===== src/rtl/core/tmspg_pkg.sv =====
// shared constants, types and the period table of the three-motor step generator
`default_nettype none

package tmspg_pkg;

   localparam int COUNT_WIDTH  = 17;
   localparam int PERIOD_WIDTH = 9;
   localparam int MULT_WIDTH   = 8;
   localparam int NUM_MOTORS   = 3;
   localparam int NUM_PATTERNS = 3;
   localparam int TABLE_ROWS   = 3;
   localparam int CURSOR_WIDTH = 3;
   localparam int PATTERN_WIDTH = 2;
   localparam int OP_WIDTH     = 2;
   localparam int BIT_WIDTH    = $clog2(COUNT_WIDTH);

   localparam logic [CURSOR_WIDTH-1:0] MENU_LAST  = CURSOR_WIDTH'(4);
   localparam logic [CURSOR_WIDTH-1:0] MENU_START = CURSOR_WIDTH'(3);
   localparam logic [CURSOR_WIDTH-1:0] MENU_STOP  = CURSOR_WIDTH'(4);

   localparam logic [MULT_WIDTH-1:0] MULT_RESET = MULT_WIDTH'(75);

   localparam logic [OP_WIDTH-1:0] OP_TICK    = 2'd0;
   localparam logic [OP_WIDTH-1:0] OP_ENCODER = 2'd1;
   localparam logic [OP_WIDTH-1:0] OP_BUTTON  = 2'd2;

   localparam logic [BIT_WIDTH-1:0] TOP_BIT = BIT_WIDTH'(COUNT_WIDTH - 1);

   localparam int REQ_DATA_WIDTH = 8;
   localparam int RSP_DATA_WIDTH = 16;

   // commands from controller to datapath
   typedef struct packed {
      logic                 apply_event;
      logic                 tick_start;
      logic                 div_step;
      logic [BIT_WIDTH-1:0] div_bit;
      logic                 tick_finish;
      logic                 rsp_load;
   } ctrl_cmd_type;

   // period of one motor in one pattern; zero beyond the table
   function automatic logic [PERIOD_WIDTH-1:0] period_of(
      input logic [PATTERN_WIDTH-1:0] row,
      input logic [1:0]               motor
   );
      logic [PERIOD_WIDTH-1:0] p;
      p = '0;
      case (row)
         2'd0: begin
            case (motor)
               2'd0:    p = PERIOD_WIDTH'(200);
               2'd1:    p = PERIOD_WIDTH'(100);
               2'd2:    p = PERIOD_WIDTH'(150);
               default: p = '0;
            endcase
         end
         2'd1: begin
            case (motor)
               2'd0:    p = PERIOD_WIDTH'(500);
               2'd1:    p = PERIOD_WIDTH'(400);
               2'd2:    p = PERIOD_WIDTH'(300);
               default: p = '0;
            endcase
         end
         2'd2: begin
            case (motor)
               2'd0:    p = PERIOD_WIDTH'(150);
               2'd1:    p = PERIOD_WIDTH'(200);
               2'd2:    p = PERIOD_WIDTH'(400);
               default: p = '0;
            endcase
         end
         default: p = '0;
      endcase
      return p;
   endfunction

endpackage

`default_nettype wire


===== src/rtl/core/tmspg_ctrl.sv =====
// controller state machine: sequences tick division, event apply and result handoff
`default_nettype none

module tmspg_ctrl (
   input  wire logic                          clock,
   input  wire logic                          reset,
   input  wire logic                          req_tvalid,
   output logic                               req_tready,
   input  wire logic [tmspg_pkg::OP_WIDTH-1:0] req_op,
   output logic                               rsp_tvalid,
   input  wire logic                          rsp_tready,
   output tmspg_pkg::ctrl_cmd_type            cmd
);

   localparam logic [1:0] ST_IDLE   = 2'd0;
   localparam logic [1:0] ST_DIV    = 2'd1;
   localparam logic [1:0] ST_FINISH = 2'd2;
   localparam logic [1:0] ST_DONE   = 2'd3;

   logic [1:0]                      state_ff, state_in;
   logic [tmspg_pkg::BIT_WIDTH-1:0] bit_ff, bit_in;
   logic                            valid_ff, valid_in;
   logic                            accept;
   logic                            slot_free;

   assign req_tready = (state_ff == ST_IDLE);
   assign accept     = req_tvalid && req_tready;
   assign rsp_tvalid = valid_ff;
   assign slot_free  = !valid_ff || rsp_tready;

   always_comb begin
      state_in = state_ff;
      bit_in   = bit_ff;
      cmd      = '0;
      cmd.div_bit = bit_ff;
      unique case (state_ff)
         ST_IDLE: begin
            if (accept) begin
               if (req_op == tmspg_pkg::OP_TICK) begin
                  cmd.tick_start = 1'b1;
                  bit_in   = tmspg_pkg::TOP_BIT;
                  state_in = ST_DIV;
               end else begin
                  cmd.apply_event = 1'b1;
                  state_in = ST_DONE;
               end
            end
         end
         ST_DIV: begin
            cmd.div_step = 1'b1;
            if (bit_ff == '0) begin
               state_in = ST_FINISH;
            end else begin
               bit_in = bit_ff - 1'b1;
            end
         end
         ST_FINISH: begin
            cmd.tick_finish = 1'b1;
            state_in = ST_DONE;
         end
         ST_DONE: begin
            if (slot_free) begin
               cmd.rsp_load = 1'b1;
               state_in = ST_IDLE;
            end
         end
         default: state_in = ST_IDLE;
      endcase
   end

   always_comb begin
      valid_in = valid_ff;
      if (cmd.rsp_load) begin
         valid_in = 1'b1;
      end else if (rsp_tready) begin
         valid_in = 1'b0;
      end
   end

   always_ff @(posedge clock) begin
      if (reset) begin
         state_ff <= ST_IDLE;
         bit_ff   <= '0;
         valid_ff <= 1'b0;
      end else begin
         state_ff <= state_in;
         bit_ff   <= bit_in;
         valid_ff <= valid_in;
      end
   end

endmodule

`default_nettype wire


===== src/rtl/core/tmspg_datapath.sv =====
// datapath: tick count, per-motor remainder lanes, menu state and result register
`default_nettype none

module tmspg_datapath (
   input  wire logic                                  clock,
   input  wire logic                                  reset,
   input  wire tmspg_pkg::ctrl_cmd_type               cmd,
   input  wire logic [tmspg_pkg::OP_WIDTH-1:0]        req_op,
   input  wire logic                                  req_cw,
   input  wire logic                                  csr_wr_en,
   input  wire logic [tmspg_pkg::MULT_WIDTH-1:0]      csr_wr_data,
   output logic [tmspg_pkg::RSP_DATA_WIDTH-1:0]       rsp_data
);

   localparam int PW = tmspg_pkg::PERIOD_WIDTH;
   localparam int CW = tmspg_pkg::COUNT_WIDTH;
   localparam int NM = tmspg_pkg::NUM_MOTORS;

   logic [CW-1:0]                           count_ff, count_in;
   logic [CW-1:0]                           end_ff, end_in;
   logic                                    run_ff, run_in;
   logic [NM-1:0]                           step_ff, step_in;
   logic [tmspg_pkg::CURSOR_WIDTH-1:0]      cursor_ff, cursor_in;
   logic [tmspg_pkg::PATTERN_WIDTH-1:0]     pattern_ff, pattern_in;
   logic [tmspg_pkg::MULT_WIDTH-1:0]        mult_ff, mult_in;
   logic [PW-1:0]                           rem_ff [NM];
   logic [PW-1:0]                           rem_in [NM];
   logic [tmspg_pkg::RSP_DATA_WIDTH-1:0]    rsp_ff, rsp_in;

   logic [PW-1:0]  period [NM];
   logic [PW:0]    shifted [NM];
   logic [NM-1:0]  divides;
   logic           found;

   assign rsp_data = rsp_ff;

   always_comb begin
      for (int m = 0; m < NM; m++) begin
         period[m]  = tmspg_pkg::period_of(pattern_ff, 2'(m));
         shifted[m] = {rem_ff[m], count_ff[cmd.div_bit]};
         divides[m] = (period[m] != '0) && (rem_ff[m] == '0);
      end
   end

   always_comb begin
      count_in   = count_ff;
      end_in     = end_ff;
      run_in     = run_ff;
      step_in    = step_ff;
      cursor_in  = cursor_ff;
      pattern_in = pattern_ff;
      mult_in    = mult_ff;
      rsp_in     = rsp_ff;
      found      = 1'b0;
      for (int m = 0; m < NM; m++) begin
         rem_in[m] = rem_ff[m];
      end

      if (csr_wr_en) begin
         mult_in = csr_wr_data;
      end

      // menu events
      if (cmd.apply_event) begin
         case (req_op)
            tmspg_pkg::OP_ENCODER: begin
               if (req_cw) begin
                  cursor_in = (cursor_ff >= tmspg_pkg::MENU_LAST) ? '0 : cursor_ff + 1'b1;
               end else begin
                  cursor_in = (cursor_ff == '0) ? tmspg_pkg::MENU_LAST : cursor_ff - 1'b1;
               end
            end
            tmspg_pkg::OP_BUTTON: begin
               if (cursor_ff == tmspg_pkg::MENU_START) begin
                  run_in = 1'b1;
               end else if (cursor_ff == tmspg_pkg::MENU_STOP) begin
                  run_in = 1'b0;
               end else if (cursor_ff < tmspg_pkg::CURSOR_WIDTH'(tmspg_pkg::NUM_PATTERNS)
                            && cursor_ff < tmspg_pkg::CURSOR_WIDTH'(tmspg_pkg::TABLE_ROWS)) begin
                  pattern_in = cursor_ff[tmspg_pkg::PATTERN_WIDTH-1:0];
               end
            end
            default: ;
         endcase
      end

      // tick: advance count, latch end value, clear remainders
      if (cmd.tick_start) begin
         count_in = count_ff + 1'b1;
         end_in   = CW'(period[NM-1]) * CW'(mult_ff);
         for (int m = 0; m < NM; m++) begin
            rem_in[m] = '0;
         end
      end

      // one restoring division bit per lane
      if (cmd.div_step) begin
         for (int m = 0; m < NM; m++) begin
            if (shifted[m] >= {1'b0, period[m]}) begin
               rem_in[m] = PW'(shifted[m] - {1'b0, period[m]});
            end else begin
               rem_in[m] = shifted[m][PW-1:0];
            end
         end
      end

      if (cmd.tick_finish) begin
         for (int m = 0; m < NM; m++) begin
            if (!found && divides[m]) begin
               found = 1'b1;
               if (run_ff) begin
                  step_in[m] = ~step_ff[m];
               end
            end
         end
         if (count_ff >= end_ff) begin
            count_in = '0;
            run_in   = 1'b0;
         end
      end

      if (cmd.rsp_load) begin
         rsp_in = tmspg_pkg::RSP_DATA_WIDTH'({pattern_ff, cursor_ff, run_ff,
                                              step_ff[2], step_ff[1], step_ff[0]});
      end
   end

   always_ff @(posedge clock) begin
      if (reset) begin
         count_ff   <= '0;
         run_ff     <= 1'b0;
         step_ff    <= '0;
         cursor_ff  <= '0;
         pattern_ff <= '0;
         mult_ff    <= tmspg_pkg::MULT_RESET;
      end else begin
         count_ff   <= count_in;
         run_ff     <= run_in;
         step_ff    <= step_in;
         cursor_ff  <= cursor_in;
         pattern_ff <= pattern_in;
         mult_ff    <= mult_in;
      end
   end

   always_ff @(posedge clock) begin
      end_ff <= end_in;
      rsp_ff <= rsp_in;
      for (int m = 0; m < NM; m++) begin
         rem_ff[m] <= rem_in[m];
      end
   end

endmodule

`default_nettype wire


===== src/rtl/core/three_motor_step_pattern_generator_core.sv =====
// top level of the three-motor step pattern generator with rotary menu
`default_nettype none

// channel   | direction | fields
// ----------+-----------+------------------------------------------------------
// req_      | in        | tuser: op; tdata: turn_clockwise
// rsp_      | out       | tdata: step lines 1..3, motors_running, menu, pattern
// csr_      | in        | run_length_multiplier write, no read-back
//
// a timer tick item runs from accept to result in order: accept advances the count,
// division steps form the bit-serial remainder of the count by each motor period
// (three lanes side by side), finish toggles and checks the end, then the result
// register loads once the slot is free; encoder and button items apply at accept.
// synchronous reset clears all control state and loads multiplier 75.
// one item is worked at a time; a stalled result holds the next item off.

module three_motor_step_pattern_generator_core (
   input  wire logic        clock,
   input  wire logic        reset,
   // item in
   input  wire logic        req_tvalid,
   output logic             req_tready,
   input  wire logic [7:0]  req_tdata,   // [0] turn_clockwise, [7:1] zero
   input  wire logic [1:0]  req_tuser,   // [1:0] op
   // item out
   output logic             rsp_tvalid,
   input  wire logic        rsp_tready,
   output logic [15:0]      rsp_tdata,   // [0] step_line_1, [1] step_line_2,
                                         // [2] step_line_3, [3] motors_running,
                                         // [6:4] menu_position,
                                         // [8:7] active_pattern, [15:9] zero
   // register write
   input  wire logic        csr_wr_en,
   input  wire logic [7:0]  csr_wr_data  // run_length_multiplier
);

   tmspg_pkg::ctrl_cmd_type cmd;

   // sequencing: accept, division steps, finish, result handoff
   tmspg_ctrl u_ctrl (
      .clock      (clock),
      .reset      (reset),
      .req_tvalid (req_tvalid),
      .req_tready (req_tready),
      .req_op     (req_tuser),
      .rsp_tvalid (rsp_tvalid),
      .rsp_tready (rsp_tready),
      .cmd        (cmd)
   );

   // state, remainder lanes and result register
   tmspg_datapath u_datapath (
      .clock       (clock),
      .reset       (reset),
      .cmd         (cmd),
      .req_op      (req_tuser),
      .req_cw      (req_tdata[0]),
      .csr_wr_en   (csr_wr_en),
      .csr_wr_data (csr_wr_data),
      .rsp_data    (rsp_tdata)
   );

endmodule

`default_nettype wire


===== config.mk =====
export PLATFORM = sky130hd
export DESIGN_NAME = three_motor_step_pattern_generator_core
export DESIGN_NICKNAME = d
export VERILOG_FILES = /design/src/rtl/core/tmspg_pkg.sv /design/src/rtl/core/tmspg_ctrl.sv /design/src/rtl/core/tmspg_datapath.sv /design/src/rtl/core/three_motor_step_pattern_generator_core.sv
export SDC_FILE = /design/constraint.sdc
export NUM_CORES = 1
export LEC_CHECK = 0
export CAP_MARGIN = 5
export CORE_MARGIN = 2
export CORE_UTILIZATION = 50
export DETAILED_ROUTE_END_ITERATION = 8
export DONT_BUFFER_PORTS = 1
export HOLD_SLACK_MARGIN = 0.02
export PLACE_DENSITY = 0.74
export REMOVE_ABC_BUFFERS = 1
export SLEW_MARGIN = 5
export SYNTH_ARGS = -nofsm -noshare
export SYNTH_HDL_FRONTEND = slang
export SYNTH_HIERARCHICAL = 1
export SYNTH_SLANG_ARGS = --single-unit

===== constraint.sdc =====
create_clock -name clock -period 5.3 [get_ports clock]
set_input_delay 0.265 -clock clock [delete_from_list [all_inputs] [get_ports clock]]
set_output_delay 0.265 -clock clock [all_outputs]
set_load 0.005 [all_outputs]

==> impl_metrics.ini <==
[run_status]
outcome = complete, no violations

[critical_path]
crit_path_end_kind = flip-flop
r2r_cells = 20
path_cells = inv_1 > ha_1 > inv_1 > nand2_2 > inv_2 > nor2b_1 > ha_1 > inv_1 > fa_1 > inv_1 > fa_1 > inv_1 > fa_1 > inv_1 > ha_1 > or2_2 > o311a_1 > o41ai_1 > buf_4 > o311ai_0
start_kind = flip-flop
critPathTopFamily = adder cells
crit_type = flip-flop to flip-flop
crit_path_max_fanout = 7
crit_top_cell = inv_1
max_stage_delay_ns = 0.53
slowest_stage = fa_1
path_buf_inv = 8
cp.arrival_ns = 5.01
cp.depth = 20
crit_required_ns = 5.38

[hold_path]
hp-class = input pin to flip-flop
worstHoldPathCells = 1

[clock_network]
clock-sinks = 92
insertion_delay_ns = 0.36
cts-root-buf = clkbuf_16
htreeDepth = 3
tritoncts = done
cts_inserted_buffers = 9
clk_pin_slew_ns = 0.08
cts_max_path_buffers = 2

[sta]
finalClockSkew_ns = 0.0172
setup_viol_count_final = 0
setup_ws_ns = 0.371
hold_violations = 0
tightest_slew_ns = 0.936
max_freq_mhz = 203
fin_setup_tns_ns = 0
slew_violations = 0
min_period_ns = 4.93
rsz0062_at_grt = false
relSlewSlack = 0.373
fin_crit_sh = 0.930

[power]
powerDensity_nw_per_um2 = 356
finalPower_mw = 2.86
leakage_nw = 3.49
max-vdd-ir-drop_uv = 220

[global_route]
grt_pass1_vias = 5328
grtUsageTotal = 0.200
antenna_found_initial = 1
grt_first_pass_wirelength_mm = 25.9
grt_max_degree = 27
overflow = 0

[floorplanning]
die_w_um = 127
core_um2 = 14600
io_pins = 41
initial_utilization = 0.516
die_h_um = 127
die_area_um2 = 16000
fp-row-count = 44

[synth]
synth_cell_types = 68
ys.flop_type = edfxtp_1
synthArstFlopShare = 0
syn_avg_cell_area_um2 = 9.45
syn_area_um2 = 7520
synth_top_area_frac = 0.200
synthTopCellsByArea = edfxtp_1 (20%), ha_1 (16%), dfxtp_1 (11%), fa_1 (7.7%), inv_1 (4.6%)
ys_seq_area_frac = 0.311
yosys.area.top_type = edfxtp_1
synth_edf_count = 50
ys_ff_latch = 92
ys_warn_count = 6
syn_inst = 796

[final_layout]
diodes = 0
area_delta_synth_final_pct = 7.02
finalNonFillerCells = 993
drive_gt1_frac = 0.0433
mostFrequentLayoutCell = ha_1
nFillCells = 1266
layout.nets = 953
final_cell_mix = ha_1 (97), inv_1 (92), nor2_1 (71), edfxtp_1 (50), dfxtp_1 (42)
final_area_um2 = 8050

[run]
max_cap_viol_count = 0

[drt]
drt_first_pass_iters = 5
drtAntennaViolNets = 0
wl_per_cell_um = 15.6
wl_mm = 15.5
vias = 5701
viasPerCell = 5.74
drtIter0Drc = 376
drc = 0

[placed_design]
placed_area_um2 = 7720
dp_worst_setup_slack_ns = 0.287
numPortBuffers = 0
dp.cells = 973
dp_hpwl_mm = 11.6
globalplace.congestion = 0.862
## path summary, 6_finish.rpt
check,startpoint,to,slack [ns]
hold / removal,csr_wr_data[1],u_datapath/mult_ff[1]$_SDFFE_PP1P_,0.03
hold reg to reg,u_datapath/step_ff[0]$_SDFFE_PP0P_,u_datapath/rsp_data[0]$_DFFE_PP_,0.47
setup / recovery,u_datapath/pattern_ff[0]$_SDFFE_PP0P_,u_datapath/end_ff[15]$_DFFE_PP_,0.37
setup reg to reg,u_datapath/pattern_ff[0]$_SDFFE_PP0P_,u_datapath/end_ff[15]$_DFFE_PP_,0.37
## synthesized netlist by cell type (4+ instances only)
master and instances:
ha_1 97, inv_1 93, nor2_1 71, edfxtp_1 50
dfxtp_1 42, nand2_1 37, fa_1 29, o21ai_0 29
nand3_1 27, a21oi_1 26, nor2b_1 26, and2_1 20
nand4_1 19, xnor2_1 19, xor2_1 17, o21a_1 15
mux2i_1 13, nand2b_1 11, nor3_1 11, clkbuf_1 10
nor4_1 9, a211oi_1 8, buf_4 8, o211ai_1 7
a211o_1 6, a21o_1 6, o31ai_1 6, and3_1 5
or3_1 5, a2111oi_0 4, a31oi_1 4, nand3b_1 4
o31a_1 4, o32ai_1 4, o41ai_1 4
## state kept, by name, indices dropped and copies added (netlist names)
signal                 cells
u_datapath/end_ff         16
u_ctrl/state_ff            2
u_ctrl/bit_ff              5
u_datapath/pattern_ff      2
u_datapath/rsp_data        9
u_datapath/rem_ff         25
u_datapath/run_ff          1
u_datapath/cursor_ff       3
u_datapath/step_ff         3
u_ctrl/rsp_tvalid          1
u_datapath/count_ff       17
u_datapath/mult_ff         8
## logic make-up after synthesis
| group | after synthesis | share of synthesized area |
|---|---|---|
| DFF | 92 | 0.311 |
| AOI/OAI and AO/OA | 147 | 0.138 |
| adders and majority gates | 126 | 0.239 |
| and+or+nand+nor | 264 | 0.183 |
| other | 1 | 0.000499 |
| buffers and inverters | 114 | 0.0610 |
| muxes | 16 | 0.0258 |
| xor gates and xnor gates | 36 | 0.0419 |
## area by class of cell
class	count	area, um^2	share of cell area
Sequential cell	92	2340	0.291
Timing Repair Buffer	12	100	0.0124
Inverter	93	349	0.0434
Multi-Input combinational cell	596	4750	0.590
Tap cell	184	230	0.0286
Clock inverter	6	53.8	0.00668
Clock buffer	10	229	0.0284
## per-stage QoR
step / hold WS, ns / utilization
after global placement: 0.341 / 0.530
after detailed placement: 0.343 / 0.530
after CTS: 0.0204 / 0.552
final: 0.0335 / 0.552
after floorplan: 0.334 / -
after global routing: 0.0249 / 0.552
## where the power goes
group          total, mW  switching [mW]  internal [mW]  leakage [nW]
sequential          1.06           0.116          0.939         0.814
combinational       1.18           0.693          0.482          2.54
clock              0.632           0.304          0.328         0.136
## what timing repair did
item | CTS | global route
setup buffers | 0 | 0
hold buffers | 4 | 0
gates resized for setup | 0 | 2
endpoints found under the hold margin | 17 | 0
setup endpoints to repair | 0 | 4
## per-layer routing
metal | GRT usage | share of wire | wire [um]
met1 | 0.272 | 0.47 | 7300
met2 | 0.326 | 0.46 | 7050
met3 | 0.0392 | 0.060 | 928
met4 | 0.0530 | 0.012 | 180
met5 | 0 | 0 | 0
Note: power is estimated with default switching activity, not from simulation.
